<file path="src/hw/rtl/mbrs_pkg.sv">
// shared types, constants and helpers for the modbus rtu slave register file
// no dependencies
package mbrs_pkg;

  // sizes
  localparam int RegCount       = 224;
  localparam int ControlRegs    = 32;
  localparam int UpperWriteRegs = 96;
  localparam int FrameMax       = 256;
  localparam int RegAddrW       = $clog2(RegCount);
  localparam int FrameAddrW     = $clog2(FrameMax);
  localparam int FrameLenW      = $clog2(FrameMax + 1);
  localparam int QueueDepth     = 4;
  localparam int QueuePtrW      = $clog2(QueueDepth);
  localparam int QueueCntW      = $clog2(QueueDepth + 1);
  localparam int CfgIdxW        = 2;

  // input op codes
  localparam logic [2:0] OpByte  = 3'd0;
  localparam logic [2:0] OpTick  = 3'd1;
  localparam logic [2:0] OpTxRdy = 3'd2;
  localparam logic [2:0] OpLRead = 3'd3;
  localparam logic [2:0] OpLWrite = 3'd4;

  // result kinds
  localparam logic [2:0] KindNone = 3'd0;
  localparam logic [2:0] KindTx   = 3'd1;
  localparam logic [2:0] KindSave = 3'd2;
  localparam logic [2:0] KindRead = 3'd3;
  localparam logic [2:0] KindDrop = 3'd4;

  // drop reasons
  localparam logic [1:0] DropShort    = 2'd0;
  localparam logic [1:0] DropAddr     = 2'd1;
  localparam logic [1:0] DropCrc      = 2'd2;
  localparam logic [1:0] DropOverflow = 2'd3;

  // reply kinds
  localparam logic [1:0] RplNone  = 2'd0;
  localparam logic [1:0] RplRead  = 2'd1;
  localparam logic [1:0] RplWrite = 2'd2;
  localparam logic [1:0] RplExc   = 2'd3;

  // modbus function and exception codes
  localparam logic [7:0] FuncRead   = 8'h03;
  localparam logic [7:0] FuncWrite1 = 8'h06;
  localparam logic [7:0] FuncWriteN = 8'h10;
  localparam logic [7:0] ExcFlag    = 8'h80;
  localparam logic [7:0] ExcFunc    = 8'h01;
  localparam logic [7:0] ExcAddr    = 8'h02;
  localparam logic [7:0] ExcValue   = 8'h03;

  // configuration register indexes
  localparam logic [CfgIdxW-1:0] CfgSlave   = 2'd0;
  localparam logic [CfgIdxW-1:0] CfgSilence = 2'd1;
  localparam logic [CfgIdxW-1:0] CfgSaveLim = 2'd2;

  localparam logic [15:0] CrcInit = 16'hFFFF;
  localparam logic [15:0] CrcPoly = 16'hA001;

  typedef enum logic [2:0] {
    CMD_BYTE,
    CMD_TICK,
    CMD_TX,
    CMD_LRD,
    CMD_LWR
  } cmd_e;

  typedef struct packed {
    cmd_e        cmd;
    logic [7:0]  rx_byte;
    logic [7:0]  index;
    logic [15:0] value;
  } item_t;

  typedef struct packed {
    logic [7:0]  slave_address;
    logic [15:0] silence_ticks;
    logic [7:0]  save_limit;
  } cfg_t;

  typedef struct packed {
    logic [2:0]  kind;
    logic [7:0]  tx_byte;
    logic        tx_last;
    logic [7:0]  save_index;
    logic [15:0] save_value;
    logic [15:0] read_value;
    logic [1:0]  drop_reason;
  } res_t;

  // crc-16 modbus, one byte
  function automatic logic [15:0] crc_byte(input logic [15:0] crc, input logic [7:0] b);
    logic [15:0] c;
    c = crc ^ {8'h00, b};
    for (int k = 0; k < 8; k++) begin
      c = c[0] ? ((c >> 1) ^ CrcPoly) : (c >> 1);
    end
    return c;
  endfunction

  function automatic res_t mk_tx(input logic [7:0] b, input logic last);
    res_t r;
    r = '0;
    r.kind = KindTx;
    r.tx_byte = b;
    r.tx_last = last;
    return r;
  endfunction

  function automatic res_t mk_drop(input logic [1:0] why);
    res_t r;
    r = '0;
    r.kind = KindDrop;
    r.drop_reason = why;
    return r;
  endfunction

endpackage

</file>
<file path="src/hw/rtl/mbrs_front.sv">
// front end: accepts input words, classifies the op and queues commands
// depends on mbrs_pkg
module mbrs_front (
  input  logic                 clk_i,
  input  logic                 rst_ni,
  input  logic                 in_valid_i,
  output logic                 in_stall_o,
  input  logic [2:0]           op_i,
  input  logic [7:0]           rx_byte_i,
  input  logic [7:0]           local_index_i,
  input  logic [15:0]          local_value_i,
  output logic                 item_valid_o,
  output mbrs_pkg::item_t      item_o,
  input  logic                 item_pop_i
);

  mbrs_pkg::item_t                 q_mem [mbrs_pkg::QueueDepth];
  logic [mbrs_pkg::QueuePtrW-1:0]  wr_ptr_q, wr_ptr_d, rd_ptr_q, rd_ptr_d;
  logic [mbrs_pkg::QueueCntW-1:0]  cnt_q, cnt_d;
  logic                            known;
  logic                            push;
  mbrs_pkg::item_t                 cls;

  // classify the op code
  always_comb begin
    known = 1'b1;
    cls.rx_byte = rx_byte_i;
    cls.index   = local_index_i;
    cls.value   = local_value_i;
    case (op_i)
      mbrs_pkg::OpByte:   cls.cmd = mbrs_pkg::CMD_BYTE;
      mbrs_pkg::OpTick:   cls.cmd = mbrs_pkg::CMD_TICK;
      mbrs_pkg::OpTxRdy:  cls.cmd = mbrs_pkg::CMD_TX;
      mbrs_pkg::OpLRead:  cls.cmd = mbrs_pkg::CMD_LRD;
      mbrs_pkg::OpLWrite: cls.cmd = mbrs_pkg::CMD_LWR;
      default: begin
        cls.cmd = mbrs_pkg::CMD_TICK;
        known = 1'b0;
      end
    endcase
  end

  assign in_stall_o   = (cnt_q == mbrs_pkg::QueueCntW'(mbrs_pkg::QueueDepth));
  assign push         = in_valid_i && !in_stall_o && known;
  assign item_valid_o = (cnt_q != '0);
  assign item_o       = q_mem[rd_ptr_q];

  // queue pointers
  always_comb begin
    wr_ptr_d = wr_ptr_q;
    rd_ptr_d = rd_ptr_q;
    cnt_d    = cnt_q;
    if (push) begin
      wr_ptr_d = wr_ptr_q + 1'b1;
    end
    if (item_pop_i) begin
      rd_ptr_d = rd_ptr_q + 1'b1;
    end
    if (push && !item_pop_i) begin
      cnt_d = cnt_q + 1'b1;
    end else if (!push && item_pop_i) begin
      cnt_d = cnt_q - 1'b1;
    end
  end

  always_ff @(posedge clk_i or negedge rst_ni) begin
    if (!rst_ni) begin
      wr_ptr_q <= '0;
      rd_ptr_q <= '0;
      cnt_q    <= '0;
    end else begin
      wr_ptr_q <= wr_ptr_d;
      rd_ptr_q <= rd_ptr_d;
      cnt_q    <= cnt_d;
    end
  end

  // queue storage
  always_ff @(posedge clk_i) begin
    if (push) begin
      q_mem[wr_ptr_q] <= cls;
    end
  end

endmodule

</file>
<file path="config.mk">
export PLATFORM = sky130hd
export DESIGN_NAME = mbrs_front
export DESIGN_NICKNAME = d
export VERILOG_FILES = /design/src/hw/rtl/mbrs_pkg.sv /design/src/hw/rtl/mbrs_front.sv
export SDC_FILE = /design/constraint.sdc
export NUM_CORES = 1
export LEC_CHECK = 0
export ABC_CLOCK_PERIOD_IN_PS = 2500
export BUFFER_PORTS_ARGS = -buffer_cell sky130_fd_sc_hd__buf_2
export CORE_MARGIN = 2
export CORE_UTILIZATION = 53
export CTS_BUF_LIST = sky130_fd_sc_hd__clkbuf_16
export CTS_CLUSTER_DIAMETER = 150
export DETAILED_ROUTE_END_ITERATION = 8
export PLACE_DENSITY = 0.74
export RECOVER_POWER = 100
export SLEW_MARGIN = 25
export SYNTH_ARGS = -nofsm -noshare
export SYNTH_HDL_FRONTEND = slang
export SYNTH_SLANG_ARGS = --single-unit
</file>
<file path="constraint.sdc">
create_clock -name clk_i -period 2.5 [get_ports clk_i]
set_input_delay 0.25 -clock clk_i [delete_from_list [all_inputs] [get_ports clk_i]]
set_output_delay 0.25 -clock clk_i [all_outputs]
set_load 0.005 [all_outputs]
</file>
Word level (Yosys, flattened, before mapping)
Memory sizes are Yosys's and may differ from the RTL's. Index checks and enable logic that the tools add are counted.

Register bits after elaboration: 7. Bits in writable memories: 140. Input bits: 39. Memories: 1. Word-level logic and storage cells: 30.

Eq/ne operators: 5. Mux-type cells: 6. Reduce and logical (&&, ||, !) cells: 11. Add/sub/neg operators: 4.

Memories: q_mem (words 4, bits a word 35, rd ports 1, clocked after Yosys merged registers in 0, write ports 1, RTL line mbrs_front.sv:17) `mbrs_pkg::item_t q_mem [mbrs_pkg::QueueDepth];`.

Operators with widths (count): case mux 3 bit (4 select lines) (1); == test 3 x 2 -> 1 bit, second input constant (2); == test 3 bit, second input constant (2); 2-to-1 mux 3 bit (2); OR reduction 5 bit (1); adder 2 x 1 -> 2 bit, second input constant (2); logical AND 1 bit (4); adder 3 x 1 -> 3 bit, second input constant (1); == test 3 x 1 -> 1 bit, second input constant (1); logical NOT 1 bit (3); logical NOT 3 bit (1); 2-to-1 mux 1 bit (3); nonzero test 3 bit (1); subtractor 3 x 1 -> 3 bit, second input constant (1); nonzero test 2 bit (1).

Depth between registers and ports, before layout
Word-level depth: 8. Depth in mapped cells: 9.

Worst setup path after synthesis
No wires, ideal clock.

Path kind: register to register. From: register cnt_q[1] in the netlist's numbering. To: register cnt_q[1] in the netlist's numbering. Arrival: 1.837 ns. Buffers on the path: 1. Data required time: 2.375 ns. Path slack: 0.538 ns. Cell stages (with the launch flop): 8. Period minus slack after synthesis: 1.962 ns. Cells stage by stage: dfrtp_1 -> nor3b_2 -> and3b_1 -> buf_6 -> ha_1 -> inv_1 -> fa_1 -> mux2_2.

Elaborated cells on any way between the ends: 12.

RTL lines: start: declaration (RTL line mbrs_front.sv:19) `logic [mbrs_pkg::QueueCntW-1:0] cnt_q, cnt_d;`; start signal: assignment (RTL line mbrs_front.sv:74) `cnt_q <= cnt_d;`; == test 3 bit (RTL line mbrs_front.sv:43) `assign in_stall_o = (cnt_q == mbrs_pkg::QueueCntW'(mbrs_pkg::QueueDepth));`; via in_stall_o (RTL line mbrs_front.sv:7) `output logic in_stall_o,`; logical NOT 1 bit (RTL line mbrs_front.sv:44) `assign push = in_valid_i && !in_stall_o && known;`; logical AND 1 bit (2 in a row) (RTL line mbrs_front.sv:44); via push (RTL line mbrs_front.sv:21) `logic push;`; logical AND 1 bit (RTL line mbrs_front.sv:59) `if (push && !item_pop_i) begin`; 2-to-1 mux 3 bit (RTL line mbrs_front.sv:59); via cnt_d (one bit) (RTL line mbrs_front.sv:19).

The timed path passes the listed nets, and every way through them passes these cells. The select of a mux whose other input is x is not followed. A chain may end at the register's enable or synchronous reset.

==> summary.md <==
| Metric | Value |
|---|---|
| Initial DRC Count | `approximately 140` |
| Rows | `37` |
| Quantity of I/O buffers inserted on ports | `75` |
| Synth warnings | `0` |
| Power per cell area | `1130 nW/um^2` |
| Minimum period implied by the final worst setup slack | `2280 ps` |
| Type of destination of the critical path | `output pin` |
| Top cell type's share of synthesized area | `76.3%` |
| Fraction of the mapped netlist area in compound gates | `0.227%` |
| Total grt overflow | `0` |
| Total inserted antenna cells | `0` |
| Cell with the largest stage delay on the worst path | `dfrtp_2` |
| Largest fanout on the critical path | `13` |
| TNS Setup | `0 ps` |
| Area of the mapped netlist | `5510 sq um` |
| Clock Root Buffer | `clkbuf_16` |
| Total wire length after detailed routing | `9.02 mm` |
| RSZ-0062 raised after global routing | `false` |
| Fill cell total of the finished layout | `744` |
| Area leader, netlist | `edfxtp_1` |
| Layout overhead on the synthesized area | `19.1%` |
| Initial antenna violation count | `0` |
| Final max-slew violation count | `0` |
| Placed cell count | `432` |
| Post-synth cell types | `23` |
| Post-Syn Area per Cell | `approximately 25 sq um` |
| Area fraction in and, or, nand and nor cells after synthesis | `1.45%` |
| Number of non-filler instances in the completed layout | `465` |
| Die outline height | `106 um` |
| Via/cell ratio | `5.34` |
| Worst endpoint required time | `2250 ps` |
| Clock input transition at the sequential cells of the worst setup and hold paths | `around 60 ps` |
| Max cap viols | `0` |
| Remaining routing DRC violations | `0` |
| CP max stage delay | `650 ps` |
| CP cell instances | `buf_4 > mux4_2 > buf_2` |
| Post-Syn Nets | `267` |
| Final hold violations | `0` |
| Starting density of the core | `54.1%` |
| Critical path data arrival time | `2030 ps` |
| Floorplan die area | `11200 sq um` |
| Fraction of final layout cells with drive strength greater than 1 | `30.7%` |
| Achievable Freq | `439 MHz` |
| Final worst clock skew | `about 5.6 ps` |
| Leakage power summed over all cells | `2.18 nW` |
| Flip-flop and latch count after synthesis | `about 150` |
| Number of cells on the worst reg-to-reg path | `4` |
| Fraction of synthesized area in multiplexers | `14.8%` |
| Dominant combinational cell family by area after synthesis | `multiplexers` |
| Final worst path period share | `between 90% and 100%` |
| Worst hold stages | `2` |
| Worst hold-check path type | `in -> reg` |
| Xor and xnor area share after synthesis | `0.954%` |
| Number of global-route vias before repair | `2632` |
| TritonCTS clock tree | `yes` |
| GRT Resource Usage Total | `17.4%` |
| Synth Instances | `about 220` |
| Relative slew slack | `66.3%` |
| # nets final | `361` |
| Number of top-level design ports | `between 70 and 80` |
| Register Area | `4380 sq um` |
| Worst vdd ir | `roughly 0.61 mV` |
| Critical Path Start Type | `register` |
| Number of buffers added by the clock tree synthesis step | `17` |
| Largest net degree at the start of global routing | `31` |
| Total area of multi-input combinational cells | `just over 1000 sq um` |
| Global-route wire length before repair | `14.0 mm` |
| Half-perimeter wire length after detailed placement | `5.36 mm` |
| Count of final setup violators | `0` |
| Die extent in x | `between 100 and 150 um` |
| Antenna Violating Nets Remaining | `0` |
| Final weighted congestion in routability-driven placement | `~0.7` |
| Status | `complete, no violations` |
| Transition time at the pin with the least slew margin | `around 510 ps` |
| Worst-Skew Late Latency | `400 ps` |
| Number of levels in the clock H-tree | `4` |
| Vias after detailed routing | `2484` |
| Area inside the core boundary | `10200 sq um` |
| Wirelength per Cell | `19.4 um` |
| Share of synthesized area occupied by flip-flops and latches | `about four fifths` |
| Synth top area cells | `edfxtp_1 (76%), mux4_2 (14%), dfrtp_1 (3.2%)` |
| Count of cells resized by post-cts repair | `0` |
| Adder-cell share of the synthesized area | `1.50%` |
| Maximum clock path buffer count | `2` |
| Sink count of the clock tree | `147` |
| Number of optimization iterations in the first detailed-route pass | `4` |
| Worst Setup Path Type | `reg -> out` |
registers in the layout (all words and copies together) (netlist names):
signal and cells:
cnt_q 3, wr_ptr_q 2, q_mem 140, rd_ptr_q 2
cells in the mapped netlist (all sizes together):
master	n
fa	1
or3	1
ha	5
buf	9
and2	4
mux2	2
xor2	3
a21o	1
nor3b	2
o21ai	1
edfxtp	140
mux4	35
nor2	1
and3b	1
nor2b	1
nand2	1
xnor2	3
dfrtp	7
inv	4
cell type report:
class | count | area share [%]
Timing Repair Buffer | 84 | 6.10
Sequential cell | 147 | 66.8
Inverter | 4 | 0.229
Clock buffer | 17 | 6.48
Tap cell | 136 | 2.59
Clock inverter | 15 | 2.17
Multi-Input combinational cell | 62 | 15.7
critical path: cells and delay by family, from the launching register on:
| family | cells | cell delay, ps |
|---|---|---|
| DFF | 1 | 650 |
| buffers and inverters | 2 | 440 |
| muxes | 1 | 530 |
power breakdown:
part           switching, mW  leakage [nW]  internal (mW)
combinational          0.774         0.548          0.928
sequential             0.233          1.35           3.09
clock                  0.930         0.280           1.46
kinds of logic (layout without fill, tap and decap cells):
family,Yosys count,after routing
multiplexers,37,37
flip-flops,147,147
AND/OR/NAND/NOR,11,11
buffers and inverters,13,120
adder cells (fa/ha/maj),6,6
XOR/XNOR,6,6
AO/OA/AOI/OAI,2,2
cells in the final DEF, fill, tap and decap left out, types with 3 or more instances in the layout:
cell,Yosys,layout
ha_1,5,5
clkbuf_4,0,3
inv_1,4,5
clkbuf_1,0,52
xnor2_1,3,3
xor2_1,3,3
clkinv_2,0,6
clkbuf_16,0,17
and2_0,0,4
buf_2,4,23
dfrtp_1,7,5
edfxtp_1,140,140
clkinvlp_4,0,3
mux4_2,35,35
per-layer routing:
layer / wire (um) / GRT usage [%] / vias to the layer above
met2: 4570 / 28.2 / 67
met5: 0 / 0 / -
li1: - / - / 1111
met3: 524 / 6.62 / 9
met4: 85 / 5.17 / 0
met1: 3840 / 22.0 / 1297
final timing paths:
path                            slack, ps          end         from
worst min-delay path                   60  rd_ptr_q[0]   item_pop_i
max in group asynchronous            1900  rd_ptr_q[1]       rst_ni
min in group asynchronous             280     cnt_q[2]       rst_ni
worst max-delay path                  220   item_o[23]  rd_ptr_q[0]
worst max register to register        230  q_mem[3][4]     cnt_q[2]
worst min register to register        500     cnt_q[2]     cnt_q[2]
stage by stage:
stage	hold slack [ps]	utilization [%]	area (sq um)	power (mW)	setup slack, ps
after global routing	56.0	64.4	6560	7.76	69.6
final	55.1	64.4	6560	7.41	222
after CTS	37.8	65.6	6690	7.62	167
after global placement	91.8	60.0	6110	5.17	491
after floorplan	-45.6	-	5510	4.48	538
after detailed placement	96.8	60.0	6110	5.22	385
what timing repair did:
item | in CTS | in global routing
setup buffers | 0 | 0
endpoints found under the hold margin | 7 | 0
hold buffers | 1 | 0
Power figures use the tool's default switching activity.
